## src/rtl/pac_pkg.sv

```systemverilog
// Shared types, field widths and operation codes for the priority channel allocator.
// Used by the controller, the datapath, the top level and the port checker.
package pac_pkg;

  // Default sizing handed down from the top level, and the active count after reset
  localparam int unsigned CHANNELS_DEF    = 16;
  localparam int unsigned SOURCE_BITS_DEF = 16;
  localparam int unsigned RESET_ACTIVE    = 16;

  // Fixed port field widths
  localparam int unsigned FUNC_W   = 2;
  localparam int unsigned PRI_W    = 8;
  localparam int unsigned SRC_IN_W = 16;
  localparam int unsigned CHAN_W   = 4;
  localparam int unsigned CNT_W    = 5;
  localparam int unsigned ACT_IN_W = 5;
  localparam int unsigned STAT_W   = 2;

  // Operation codes on func
  localparam logic [FUNC_W-1:0] FUNC_ALLOC     = 2'd0;
  localparam logic [FUNC_W-1:0] FUNC_FREE_CHAN = 2'd1;
  localparam logic [FUNC_W-1:0] FUNC_FREE_SRC  = 2'd2;
  localparam logic [FUNC_W-1:0] FUNC_FREE_ALL  = 2'd3;

  // Result status codes
  localparam logic [STAT_W-1:0] STAT_GRANT_FREE  = 2'd0;
  localparam logic [STAT_W-1:0] STAT_GRANT_EVICT = 2'd1;
  localparam logic [STAT_W-1:0] STAT_REFUSED     = 2'd2;
  localparam logic [STAT_W-1:0] STAT_STOP_DONE   = 2'd3;

  // Commands from the controller to the datapath
  typedef struct packed {
    logic load;    // latch the request beat and start the table read
    logic step;    // evaluate one table entry
    logic finish;  // commit table updates and register the result
  } pac_cmd_t;

  // Status from the datapath to the controller
  typedef struct packed {
    logic active_zero;  // no channel takes part
    logic scan_last;    // entry under evaluation is the last active one
  } pac_sts_t;

endpackage

```

## src/rtl/priority_channel_allocator_top.sv

```systemverilog
// Top level of the priority channel allocator: controller plus datapath.
// Depends on pac_pkg, pac_ctrl and pac_datapath.
//
// Issue a request with start_i while busy_o is low; the result beat appears on the
// result ports for exactly one cycle with done_o high and cannot be held off, so
// the receiver must take it in that cycle. Freeing one channel needs no table scan:
// the accept moves the controller straight to its finish state, from which done_o is
// registered. Allocate, free by source and free all walk the channel table one
// entry per cycle through its single registered read port, then pass the finish
// state; with active_channels at zero the scan is skipped.
// A new request may be issued in the cycle in which done_o is high.
// Writing active_channels takes effect at once and frees every channel at or above
// the new count; write it only while no request is in flight.
module priority_channel_allocator_top #(
  parameter int unsigned CHANNELS    = pac_pkg::CHANNELS_DEF,
  parameter int unsigned SOURCE_BITS = pac_pkg::SOURCE_BITS_DEF
) (
  input  logic                          clk_i,
  input  logic                          rst_ni,
  input  logic                          cfg_we_i,
  input  logic [pac_pkg::ACT_IN_W-1:0]  cfg_wdata_i,
  input  logic                          start_i,
  output logic                          busy_o,
  input  logic [pac_pkg::FUNC_W-1:0]    func_i,
  input  logic [pac_pkg::PRI_W-1:0]     priority_req_i,
  input  logic [pac_pkg::SRC_IN_W-1:0]  source_id_i,
  input  logic [pac_pkg::CHAN_W-1:0]    channel_i,
  output logic                          done_o,
  output logic [pac_pkg::STAT_W-1:0]    status_o,
  output logic [pac_pkg::CHAN_W-1:0]    granted_channel_o,
  output logic                          displaced_valid_o,
  output logic [pac_pkg::CHAN_W-1:0]    displaced_channel_o,
  output logic [pac_pkg::CNT_W-1:0]     stopped_count_o
);
  import pac_pkg::*;

  pac_cmd_t cmd;
  pac_sts_t sts;

  // Sequence the scan
  pac_ctrl u_ctrl (
    .clk_i   (clk_i),
    .rst_ni  (rst_ni),
    .start_i (start_i),
    .func_i  (func_i),
    .sts_i   (sts),
    .cmd_o   (cmd),
    .busy_o  (busy_o)
  );

  // Hold the table and build the result
  pac_datapath #(
    .CHANNELS    (CHANNELS),
    .SOURCE_BITS (SOURCE_BITS)
  ) u_datapath (
    .clk_i               (clk_i),
    .rst_ni              (rst_ni),
    .cfg_we_i            (cfg_we_i),
    .cfg_wdata_i         (cfg_wdata_i),
    .func_i              (func_i),
    .priority_req_i      (priority_req_i),
    .source_id_i         (source_id_i),
    .channel_i           (channel_i),
    .cmd_i               (cmd),
    .sts_o               (sts),
    .done_o              (done_o),
    .status_o            (status_o),
    .granted_channel_o   (granted_channel_o),
    .displaced_valid_o   (displaced_valid_o),
    .displaced_channel_o (displaced_channel_o),
    .stopped_count_o     (stopped_count_o)
  );

endmodule

```

## src/rtl/pac_ctrl.sv

```systemverilog
// Sequencing state machine of the priority channel allocator.
// Depends on pac_pkg for the command and status structs and the func codes.
module pac_ctrl (
  input  logic                         clk_i,
  input  logic                         rst_ni,
  input  logic                         start_i,
  input  logic [pac_pkg::FUNC_W-1:0]   func_i,
  input  pac_pkg::pac_sts_t            sts_i,
  output pac_pkg::pac_cmd_t            cmd_o,
  output logic                         busy_o
);
  import pac_pkg::*;

  localparam logic [1:0] ST_IDLE   = 2'd0;
  localparam logic [1:0] ST_SCAN   = 2'd1;
  localparam logic [1:0] ST_FINISH = 2'd2;

  logic [1:0] state_q, state_d;

  // Next state and commands
  always_comb begin
    state_d = state_q;
    cmd_o   = '0;
    unique case (state_q)
      ST_IDLE: begin
        if (start_i) begin
          cmd_o.load = 1'b1;
          // a single-channel free and a zero active count need no scan
          if (func_i == FUNC_FREE_CHAN || sts_i.active_zero) begin
            state_d = ST_FINISH;
          end else begin
            state_d = ST_SCAN;
          end
        end
      end
      ST_SCAN: begin
        cmd_o.step = 1'b1;
        if (sts_i.scan_last) begin
          state_d = ST_FINISH;
        end
      end
      ST_FINISH: begin
        cmd_o.finish = 1'b1;
        state_d      = ST_IDLE;
      end
      default: begin
        state_d = ST_IDLE;
      end
    endcase
  end

  // Hold the state
  always_ff @(posedge clk_i or negedge rst_ni) begin
    if (!rst_ni) begin
      state_q <= ST_IDLE;
    end else begin
      state_q <= state_d;
    end
  end

  assign busy_o = (state_q != ST_IDLE);

endmodule

```

## src/rtl/pac_datapath.sv

```systemverilog
// Channel table, scan trackers and result registers of the priority channel allocator.
// Depends on pac_pkg; driven by pac_ctrl through the command struct.
module pac_datapath #(
  parameter int unsigned CHANNELS    = pac_pkg::CHANNELS_DEF,
  parameter int unsigned SOURCE_BITS = pac_pkg::SOURCE_BITS_DEF
) (
  input  logic                          clk_i,
  input  logic                          rst_ni,
  input  logic                          cfg_we_i,
  input  logic [pac_pkg::ACT_IN_W-1:0]  cfg_wdata_i,
  input  logic [pac_pkg::FUNC_W-1:0]    func_i,
  input  logic [pac_pkg::PRI_W-1:0]     priority_req_i,
  input  logic [pac_pkg::SRC_IN_W-1:0]  source_id_i,
  input  logic [pac_pkg::CHAN_W-1:0]    channel_i,
  input  pac_pkg::pac_cmd_t             cmd_i,
  output pac_pkg::pac_sts_t             sts_o,
  output logic                          done_o,
  output logic [pac_pkg::STAT_W-1:0]    status_o,
  output logic [pac_pkg::CHAN_W-1:0]    granted_channel_o,
  output logic                          displaced_valid_o,
  output logic [pac_pkg::CHAN_W-1:0]    displaced_channel_o,
  output logic [pac_pkg::CNT_W-1:0]     stopped_count_o
);
  import pac_pkg::*;

  localparam int unsigned IDX_W  = (CHANNELS > 1) ? $clog2(CHANNELS) : 1;
  localparam int unsigned ACT_W  = $clog2(CHANNELS + 1);
  localparam int unsigned CFG_CW = (ACT_W > ACT_IN_W) ? ACT_W : ACT_IN_W;
  localparam int unsigned CHN_CW = (ACT_W > CHAN_W) ? ACT_W : CHAN_W;
  localparam logic [ACT_W-1:0] ACT_RESET =
    (RESET_ACTIVE > CHANNELS) ? ACT_W'(CHANNELS) : ACT_W'(RESET_ACTIVE);

  // Configuration and occupancy
  logic [ACT_W-1:0]    active_q, active_new;
  logic [CHANNELS-1:0] occ_q, occ_d, keep_mask;

  // Latched request beat
  logic [FUNC_W-1:0]      func_q;
  logic [PRI_W-1:0]       pri_q;
  logic [SOURCE_BITS-1:0] src_q;
  logic [CHAN_W-1:0]      chn_q;

  // Scan position and trackers
  logic [IDX_W-1:0] idx_q, rd_addr;
  logic             cand_found_q, match_found_q, min_valid_q;
  logic [IDX_W-1:0] cand_idx_q, match_idx_q, min_idx_q;
  logic [PRI_W-1:0] min_pri_q;
  logic [ACT_W-1:0] count_q;

  // Channel table memories
  logic [PRI_W-1:0]       pri_mem [CHANNELS];
  logic [SOURCE_BITS-1:0] src_mem [CHANNELS];
  logic [PRI_W-1:0]       rd_pri_q;
  logic [SOURCE_BITS-1:0] rd_src_q;
  logic                   mem_we;
  logic [IDX_W-1:0]       wr_idx;

  // Per-entry evaluation
  logic cur_occ, match_hit, free_all_hit;

  // Finish decisions and result values
  logic             chn_ok, grant_free, grant_evict;
  logic [IDX_W-1:0] chn_idx;
  logic [STAT_W-1:0] res_status;
  logic [IDX_W-1:0] res_grant, res_disp;
  logic             res_disp_v;
  logic [ACT_W-1:0] res_cnt;

  // Clamp a written active count and find the channels it keeps
  always_comb begin
    if (CFG_CW'(cfg_wdata_i) > CFG_CW'(CHANNELS)) begin
      active_new = ACT_W'(CHANNELS);
    end else begin
      active_new = ACT_W'(cfg_wdata_i);
    end
    for (int i = 0; i < CHANNELS; i++) begin
      keep_mask[i] = (ACT_W'(i) < active_new);
    end
  end

  always_ff @(posedge clk_i or negedge rst_ni) begin
    if (!rst_ni) begin
      active_q <= ACT_RESET;
    end else if (cfg_we_i) begin
      active_q <= active_new;
    end
  end

  // Evaluate the entry whose table data was read last cycle
  assign cur_occ      = occ_q[idx_q];
  assign match_hit    = cur_occ && (|src_q) && (rd_src_q == src_q);
  assign free_all_hit = (func_q == FUNC_FREE_ALL) && cur_occ && (|rd_src_q);

  assign sts_o.active_zero = (active_q == '0);
  assign sts_o.scan_last   = ((ACT_W'(idx_q) + ACT_W'(1)) == active_q);

  // Read the first entry on load, the following entry on each step
  assign rd_addr = cmd_i.load ? '0 : idx_q + IDX_W'(1);

  // Advance the scan and update the trackers
  always_ff @(posedge clk_i or negedge rst_ni) begin
    if (!rst_ni) begin
      func_q        <= FUNC_ALLOC;
      idx_q         <= '0;
      cand_found_q  <= 1'b0;
      match_found_q <= 1'b0;
      min_valid_q   <= 1'b0;
      count_q       <= '0;
    end else if (cmd_i.load) begin
      func_q        <= func_i;
      idx_q         <= '0;
      cand_found_q  <= 1'b0;
      match_found_q <= 1'b0;
      min_valid_q   <= 1'b0;
      count_q       <= '0;
    end else if (cmd_i.step) begin
      idx_q <= idx_q + IDX_W'(1);
      if (!match_found_q && match_hit) begin
        match_found_q <= 1'b1;
      end
      if (!cand_found_q && (!cur_occ || match_hit)) begin
        cand_found_q <= 1'b1;
      end
      if (cur_occ && (!min_valid_q || rd_pri_q < min_pri_q)) begin
        min_valid_q <= 1'b1;
      end
      if (free_all_hit) begin
        count_q <= count_q + ACT_W'(1);
      end
    end
  end

  // Payload side of the request latch and trackers
  always_ff @(posedge clk_i) begin
    if (cmd_i.load) begin
      pri_q <= priority_req_i;
      src_q <= SOURCE_BITS'(source_id_i);
      chn_q <= channel_i;
    end else if (cmd_i.step) begin
      if (!match_found_q && match_hit) begin
        match_idx_q <= idx_q;
      end
      if (!cand_found_q && (!cur_occ || match_hit)) begin
        cand_idx_q <= idx_q;
      end
      if (cur_occ && (!min_valid_q || rd_pri_q < min_pri_q)) begin
        min_pri_q <= rd_pri_q;
        min_idx_q <= idx_q;
      end
    end
  end

  // Decide the outcome of the item
  assign chn_ok      = (CHN_CW'(chn_q) < CHN_CW'(active_q)) && occ_q[chn_idx];
  assign chn_idx     = IDX_W'(chn_q);
  assign grant_free  = (func_q == FUNC_ALLOC) && cand_found_q;
  assign grant_evict = (func_q == FUNC_ALLOC) && !cand_found_q && min_valid_q &&
                       (pri_q > min_pri_q);

  always_comb begin
    res_status = STAT_STOP_DONE;
    res_grant  = '0;
    res_disp_v = 1'b0;
    res_disp   = '0;
    res_cnt    = '0;
    wr_idx     = cand_idx_q;
    unique case (func_q)
      FUNC_ALLOC: begin
        if (grant_free) begin
          res_status = STAT_GRANT_FREE;
          res_grant  = cand_idx_q;
          if (match_found_q) begin
            res_disp_v = 1'b1;
            res_disp   = match_idx_q;
            res_cnt    = ACT_W'(1);
          end
        end else if (grant_evict) begin
          res_status = STAT_GRANT_EVICT;
          res_grant  = min_idx_q;
          res_disp_v = 1'b1;
          res_disp   = min_idx_q;
          res_cnt    = ACT_W'(1);
          wr_idx     = min_idx_q;
        end else begin
          res_status = STAT_REFUSED;
        end
      end
      FUNC_FREE_CHAN: begin
        if (chn_ok) begin
          res_cnt = ACT_W'(1);
        end
      end
      FUNC_FREE_SRC: begin
        if (match_found_q) begin
          res_cnt = ACT_W'(1);
        end
      end
      FUNC_FREE_ALL: begin
        res_cnt = count_q;
      end
    endcase
  end

  assign mem_we = cmd_i.finish && (grant_free || grant_evict);

  // Next occupancy: config clear, free-all during the scan, commit on finish
  always_comb begin
    occ_d = occ_q;
    if (cfg_we_i) begin
      occ_d = occ_d & keep_mask;
    end
    if (cmd_i.step && free_all_hit) begin
      occ_d[idx_q] = 1'b0;
    end
    if (cmd_i.finish) begin
      unique case (func_q)
        FUNC_ALLOC: begin
          // drop the same-source channel before marking the grant
          if (grant_free && match_found_q) begin
            occ_d[match_idx_q] = 1'b0;
          end
          if (grant_free || grant_evict) begin
            occ_d[wr_idx] = 1'b1;
          end
        end
        FUNC_FREE_CHAN: begin
          if (chn_ok) begin
            occ_d[chn_idx] = 1'b0;
          end
        end
        FUNC_FREE_SRC: begin
          if (match_found_q) begin
            occ_d[match_idx_q] = 1'b0;
          end
        end
        FUNC_FREE_ALL: begin
          occ_d = occ_d;
        end
      endcase
    end
  end

  always_ff @(posedge clk_i or negedge rst_ni) begin
    if (!rst_ni) begin
      occ_q <= '0;
    end else begin
      occ_q <= occ_d;
    end
  end

  // Channel table: one write port, one registered read port
  always_ff @(posedge clk_i) begin
    if (mem_we) begin
      pri_mem[wr_idx] <= pri_q;
      src_mem[wr_idx] <= src_q;
    end
    rd_pri_q <= pri_mem[rd_addr];
    rd_src_q <= src_mem[rd_addr];
  end

  // Result beat: strobe for one cycle after finish
  always_ff @(posedge clk_i or negedge rst_ni) begin
    if (!rst_ni) begin
      done_o <= 1'b0;
    end else begin
      done_o <= cmd_i.finish;
    end
  end

  always_ff @(posedge clk_i) begin
    if (cmd_i.finish) begin
      status_o            <= res_status;
      granted_channel_o   <= CHAN_W'(res_grant);
      displaced_valid_o   <= res_disp_v;
      displaced_channel_o <= CHAN_W'(res_disp);
      stopped_count_o     <= CNT_W'(res_cnt);
    end
  end

endmodule

```

## config.mk

```make
export PLATFORM = sky130hd
export DESIGN_NAME = priority_channel_allocator_top
export DESIGN_NICKNAME = d
export VERILOG_FILES = /design/src/rtl/pac_pkg.sv /design/src/rtl/priority_channel_allocator_top.sv /design/src/rtl/pac_ctrl.sv /design/src/rtl/pac_datapath.sv
export SDC_FILE = /design/constraint.sdc
export NUM_CORES = 1
export LEC_CHECK = 0
export ABC_AREA = 1
export BUFFER_PORTS_ARGS = -buffer_cell sky130_fd_sc_hd__buf_2
export CELL_PAD_IN_SITES_DETAIL_PLACEMENT = 1
export CELL_PAD_IN_SITES_GLOBAL_PLACEMENT = 2
export CORE_ASPECT_RATIO = 1.5
export CORE_MARGIN = 4
export CORE_UTILIZATION = 44
export CTS_BUF_LIST = sky130_fd_sc_hd__clkbuf_4 sky130_fd_sc_hd__clkbuf_8
export DETAILED_ROUTE_END_ITERATION = 16
export HOLD_SLACK_MARGIN = 0.15
export PLACE_DENSITY_LB_ADDON = 0.1
export SYNTH_ARGS = -nofsm -noshare
export SYNTH_HDL_FRONTEND = slang
export SYNTH_SLANG_ARGS = --single-unit
```

## constraint.sdc

```tcl
create_clock -name clk_i -period 4 [get_ports clk_i]
set_clock_uncertainty 0.1 [all_clocks]
set_input_delay 0.2 -clock clk_i [delete_from_list [all_inputs] [get_ports clk_i]]
set_output_delay 0.2 -clock clk_i [all_outputs]
set_load 0.005 [all_outputs]
```

## After elaboration in Yosys (flattened, before gate mapping)

Memories as Yosys holds them, arrays and structs flattened. A register that Yosys moved wholly into a read port is not among the register bits.
Cells that the tools add are included.

- Bits in registers: 102
- Bits in writable memories: 384
- Bits of input ports: 39
- Output and inout port bits: 18
- Logic and storage cells: 185
- Memories kept: 2

Memories:

| name | depth | width | rd ports | clocked after Yosys merged registers in | write ports | RTL line | text |
|---|---|---|---|---|---|---|---|
| u_datapath.src_mem | 16 | 16 | 1 | 1 | 1 | pac_datapath.sv:52 | `logic [SOURCE_BITS-1:0] src_mem [CHANNELS];` |
| u_datapath.pri_mem | 16 | 8 | 1 | 1 | 1 | pac_datapath.sv:51 | `logic [PRI_W-1:0] pri_mem [CHANNELS];` |

- Add/subtract/negate cells: 3
- $lt $le $gt $ge: 28
- Equality and inequality tests: 10
- Mux-type cells: 65
- Bitwise gates (word level): 9
- Reduce and logical (&&, ||, !) cells: 46

Operator list:

| kind | count |
|---|---|
| $mux W16 | 9 |
| $and A16 B16 Y16 | 4 |
| $pmux W16 S4 | 1 |
| $not A16 Y16 | 3 |
| $lt A4 B5 Y1 const A | 8 |
| $mux W4 | 10 |
| $reduce_or A16 Y1 | 2 |
| $mux W1 | 27 |
| $mux W5 | 5 |
| $lt A3 B5 Y1 const A | 4 |
| $lt A4 B5 Y1 const B | 4 |
| $pmux W5 S4 | 1 |
| $logic_and A1 B1 Y1 | 19 |
| $demux W1 S4 | 4 |
| $eq A16 B16 Y1 | 1 |
| $ge A4 B1 Y1 const B | 4 |
| $or A16 B16 Y16 | 1 |
| $reduce_bool A2 Y1 | 6 |
| $lt A1 B5 Y1 const A | 2 |
| $lt A2 B5 Y1 const A | 2 |
| $mux W2 | 5 |
| $reduce_and A2 Y1 | 5 |
| $reduce_and A3 Y1 | 3 |
| $bmux W1 S4 | 2 |
| 17 further kinds | 29 |

## Longest topological paths before layout

- Depth in word-level cells: 15
- Mapped depth: 16
- Depth with buffers taken out: 16

## Hierarchy

Synthesis repeated with hierarchy kept, for this count alone.

- Cells, all modules: 1,860
- Area, all modules: 21,608.2 µm²

Modules (own cells, without submodules):

| module | times used | cells each | area each (µm²) | sequential area each (µm²) |
|---|---|---|---|---|
| pac_datapath | 1 | 1,836 | 21,454.3 | 14,835.5 |
| pac_ctrl | 1 | 24 | 153.9 | 50.0 |

## Least setup slack after synthesis

OpenSTA, ideal clock, no wires.

- Path kind: reg-to-reg
- Start: reg u_datapath.pri_q[7]
- End: mem u_datapath.pri_mem[3][0] (enable)
- Library setup time: 405 ps
- Arrival time: 2,863 ps
- Slack: 632 ps
- Cell stages (with the launch flop): 12
- Clock period less this slack: 3,368 ps
- Cell sequence: edfxtp_1 > ha_1 > nand2_1 > nor2_2 > nand2_1 > nand2_1 > nand2_2 > nand2_1 > nand2_2 > nor2_2 > nand2_1 > nor2_1

- Cells in the longest elaborated chain, start to end: 6
- Elaborated cells on any way between the ends: 9
- Classes of those cells: 1 x order compare; 5 x mux; 3 x reduce/logical

Ends and longest elaborated chain:

| what | RTL line | text |
|---|---|---|
| start, declared | pac_datapath.sv:39 | `logic [PRI_W-1:0] pri_q;` |
| start signal, assigned | pac_datapath.sv:136 | `pri_q <= priority_req_i;` |
| $gt A8 B8 Y1 * | pac_datapath.sv:158 | `(pri_q > min_pri_q);` |
| $logic_and A1 B1 Y1 * | pac_datapath.sv:157 | `assign grant_evict = (func_q == FUNC_ALLOC) && !cand_found_q && min_valid_q &&` |
| $logic_or A1 B1 Y1 | pac_datapath.sv:204 | `assign mem_we = cmd_i.finish && (grant_free \|\| grant_evict);` |
| $logic_and A1 B1 Y1 | pac_datapath.sv:204 |  |
| $mux W1 | pac_datapath.sv:253 | `if (mem_we) begin` |
| $mux W1 (implied by the code) | pac_datapath.sv:254 | `pri_mem[wr_idx] <= pri_q;` |
| end, declared | pac_datapath.sv:51 |  |

Mark *: on every way between the ends. The rest lies on a longest branch, timed or not.

## Worst setup path after layout

- Start: reg u_datapath.pri_q[1]
- End: mem u_datapath.pri_mem[8][7] (enable)

Same word-level chain as after synthesis.

==> out/qor.csv <==
metric;value;unit
Worst Max-Slew Pin Slew;977;ps
Worst-Skew Late Latency;650;ps
Slew headroom;34.6;%
Post-CTS Setup Inserts;0;
drt first pass iters;6;
Post-Layout Cell Count;2839;
Final ANT Viol Nets;0;
DIE WIDTH;190;um
Port Buffers;56;
CTS clk-pin slew, worst paths;70;ps
die area;53500;um^2
Final #Nets;2179;
CP max-delay cell;edfxtp_1;
Worst Path Class, Setup;flop to flop;
Synth warnings;0;
final core utilization;52.3;%
htree depth;3;
RSZ-0062 raised after global routing;false;
Total Routed Length;71.4;mm
Power Density;716;nW/um^2
worst-path fanout max;24;
Hold Crit Class;primary input to flop;
total routing usage reported by global routing;26.7;%
Syn Area/Cell;11.3;um^2
drt first-iter violations;1136;
Reg2Reg Setup Slack;620;ps
gpl congestion;0.821;
hold path startpoint;priority_req_i[0];
dpl cells;2628;
crit path launch type;flop;
vias in the first global route;17423;
post-route clock period utilization;84.6;%
GRT overflow;0;
arrival time at the worst endpoint;3550;ps
WHS Endpoint;u_datapath.pri_q[0];
worst-case reg-to-reg path depth;15;
total power;18.3;mW
DR vias/cell;5.63;
CP top delay family;simple AND/OR/NAND/NOR gates;
TritonCTS Sinks;510;
Most common cell on crit path;nand2_1;
clock buffer depth;3;
min Tclk post-route;3380;ps
vias;15996;
number of CTS-inserted buffers;79;
Die Ht;281;um
outcome;finished clean;
mapped cell area;21900;um^2
Max Freq;0.296;GHz
global-route wire length before repair;107;mm
Initial Utilization;44.7;%
DP HPWL;44.8;mm
RR Endpoint;u_datapath.pri_mem[8][7];
layout cells sized above 1;14.0;%
Setup Viol. Count Final;0;
Distinct cells, synth;45;
Max-Cap Viols;0;
sequential area share after synthesis;68.0;%
largest net degree at the start of global routing;87;
syn nets;2008;
critical path buffer and inverter count;3;
Layout area overhead;16.9;%
final setup margin;617;ps
Remaining DRCs;0;
Hold Fails Final Rpt;0;
total core area;48900;um^2
Placed Area;23200;um^2
WP data required;4170;ps
pre-CTS setup slack;650;ps
CTS tree;done;
Crit. End Element;flop;
Setup TNS Final;0;ps
CTS Root Cell;clkbuf_8;
P_leak;9.58;nW
Post-CTS Resized;0;
Yosys reg bits;510;
Post-Syn Instances;1946;
Peak VDD IR;0.499;mV
WL/cell;25.1;um
reg-to-reg critical path startpoint;u_datapath.pri_q[1];
hold depth;2;
Min Hold Slack;211;ps
crit-path cells;ha_1 > nand2_1 > nand2_1 > nand2_1 > nand2_1 > nand2_1 > nand2_1 > nand2_2 > nand2_1 > nand2_2 > inv_2 > nor2_1 > nand3_1 > inv_1 > buf_4;
Crit path largest cell delay;710;ps
initial antenna violation count;1;
Final Cell Area;25600;um^2
I/O Pins;57;
row count;99;
Slew Limit Fails;0;
## cell type report
type	count	area [um^2]
Antenna cell	1	2.50
Clock buffer	110	1400
Clock inverter	36	364
Fill cell	5227	23300
Inverter	140	533
Multi-Input combinational cell	1207	6090
Sequential cell	510	14900
Tap cell	656	821
Timing Repair Buffer	179	1500
## Yosys cell counts, drive strengths merged
master | instances | share of area, %
clkinv | 3 | 0.051
nor2b | 1 | 0.029
nor2 | 264 | 4.8
clkbuf | 36 | 0.62
a41oi | 1 | 0.040
dfrtp | 37 | 4.2
o21ai | 192 | 4.4
xnor2 | 12 | 0.48
nand3b | 4 | 0.14
nand4 | 13 | 0.37
buf | 53 | 1.4
dfstp | 1 | 0.12
nor4 | 4 | 0.11
a211oi | 1 | 0.034
edfxtp | 448 | 61
a21oi | 36 | 0.91
a21o | 1 | 0.034
xor2 | 6 | 0.27
nor3 | 13 | 0.30
dfxtp | 24 | 2.2
a221oi | 6 | 0.24
o211ai | 20 | 0.69
a31o | 1 | 0.040
and2 | 1 | 0.029
nand3 | 155 | 3.6
inv | 137 | 2.4
o221ai | 77 | 3.1
nand2 | 370 | 6.5
o22ai | 6 | 0.17
ha | 23 | 1.3
## how the worst max path moves through the flow
| stage | to | from | slack, ps | depth (start not counted) |
|---|---|---|---|---|
| floorplan | u_datapath.pri_mem[3][0] | u_datapath.pri_q[7] | 630 | 11 |
| global placement | u_datapath.src_mem[9][6] | u_datapath.pri_q[1] | 740 | 14 |
| detailed placement | u_datapath.pri_mem[14][0] | u_datapath.pri_q[1] | 650 | 14 |
| CTS | u_datapath.src_mem[14][1] | u_datapath.pri_q[1] | 640 | 14 |
| global route | u_datapath.pri_mem[8][3] | u_datapath.pri_q[3] | 360 | 15 |
| finish | u_datapath.pri_mem[8][7] | u_datapath.pri_q[1] | 620 | 15 |
## cells by family (layout without fill, tap and decap cells)
logic type,Yosys count,in the layout,synth area share [%]
fa+ha+maj,23,23,1.31
flops,510,510,68.0
buf+inv,229,465,4.46
simple gates,825,825,15.9
other cells,0,1,0
xor+xnor,18,18,0.754
compound gates,341,341,9.62
## state kept, by name (all words and copies together) (netlist names), 2 cells and up
signal and cells:
u_datapath.pri_q 8, u_datapath.min_pri_q 8, u_datapath.occ_q 16, u_datapath.func_q 2, u_datapath.idx_q 4, u_datapath.status_o 2, u_datapath.chn_idx 4, u_datapath.displaced_channel_o 4
u_datapath.cand_idx_q 4, u_datapath.src_mem 256, u_datapath.rd_src_q 16, u_ctrl.state_q 2, u_datapath.src_q 16, u_datapath.match_idx_q 4, u_datapath.pri_mem 128, u_datapath.min_idx_q 4
u_datapath.stopped_count_o 5, u_datapath.granted_channel_o 4, u_datapath.count_q 5, u_datapath.active_q 5, u_datapath.rd_pri_q 8
## cells in the final DEF (no fill, tap or decap), drive strengths merged, types with 4 or more instances in the layout
master / Yosys / layout
nand3: 155 / 155
xnor2: 12 / 12
o221ai: 77 / 77
ha: 23 / 23
xor2: 6 / 6
dfrtp: 37 / 37
nand3b: 4 / 4
nand2: 370 / 370
a21oi: 36 / 36
dfxtp: 24 / 24
buf: 53 / 115
nor3: 13 / 13
a221oi: 6 / 6
clkbuf: 36 / 110
dlygate4sd3: 0 / 64
o211ai: 20 / 20
clkinv: 3 / 28
edfxtp: 448 / 448
nor2: 264 / 264
nor4: 4 / 4
bufinv: 0 / 7
inv: 137 / 138
o22ai: 6 / 6
nand4: 13 / 13
o21ai: 192 / 192
## metal layers
layer / vias to the layer above / routed length [um] / GRT usage (%)
li1: 7254 / - / -
met1: 8179 / 25900 / 29.5
met2: 405 / 39200 / 50.2
met3: 158 / 2790 / 3.90
met4: 0 / 3460 / 12.5
met5: - / 0 / 0
## repair_timing
action	4_1_cts	5_1_grt
endpoints found under the hold margin	85	0
setup endpoints to repair	0	0
hold buffers	64	0
## power breakdown
part,switching (mW),internal (mW),leakage (nW)
clock,2.13,2.74,0.928
combinational,4.73,1.88,3.90
sequential,0.413,6.44,4.75
## worst register-to-register path: cells and delay by family, from the launching register on
kind | cells | cell delay, ps
buffers and inverters | 3 | 550
flip-flops | 1 | 710
adder cells (fa/ha/maj) | 1 | 360
AND/OR/NAND/NOR | 11 | 1230
Power figures use the tool's default switching activity.
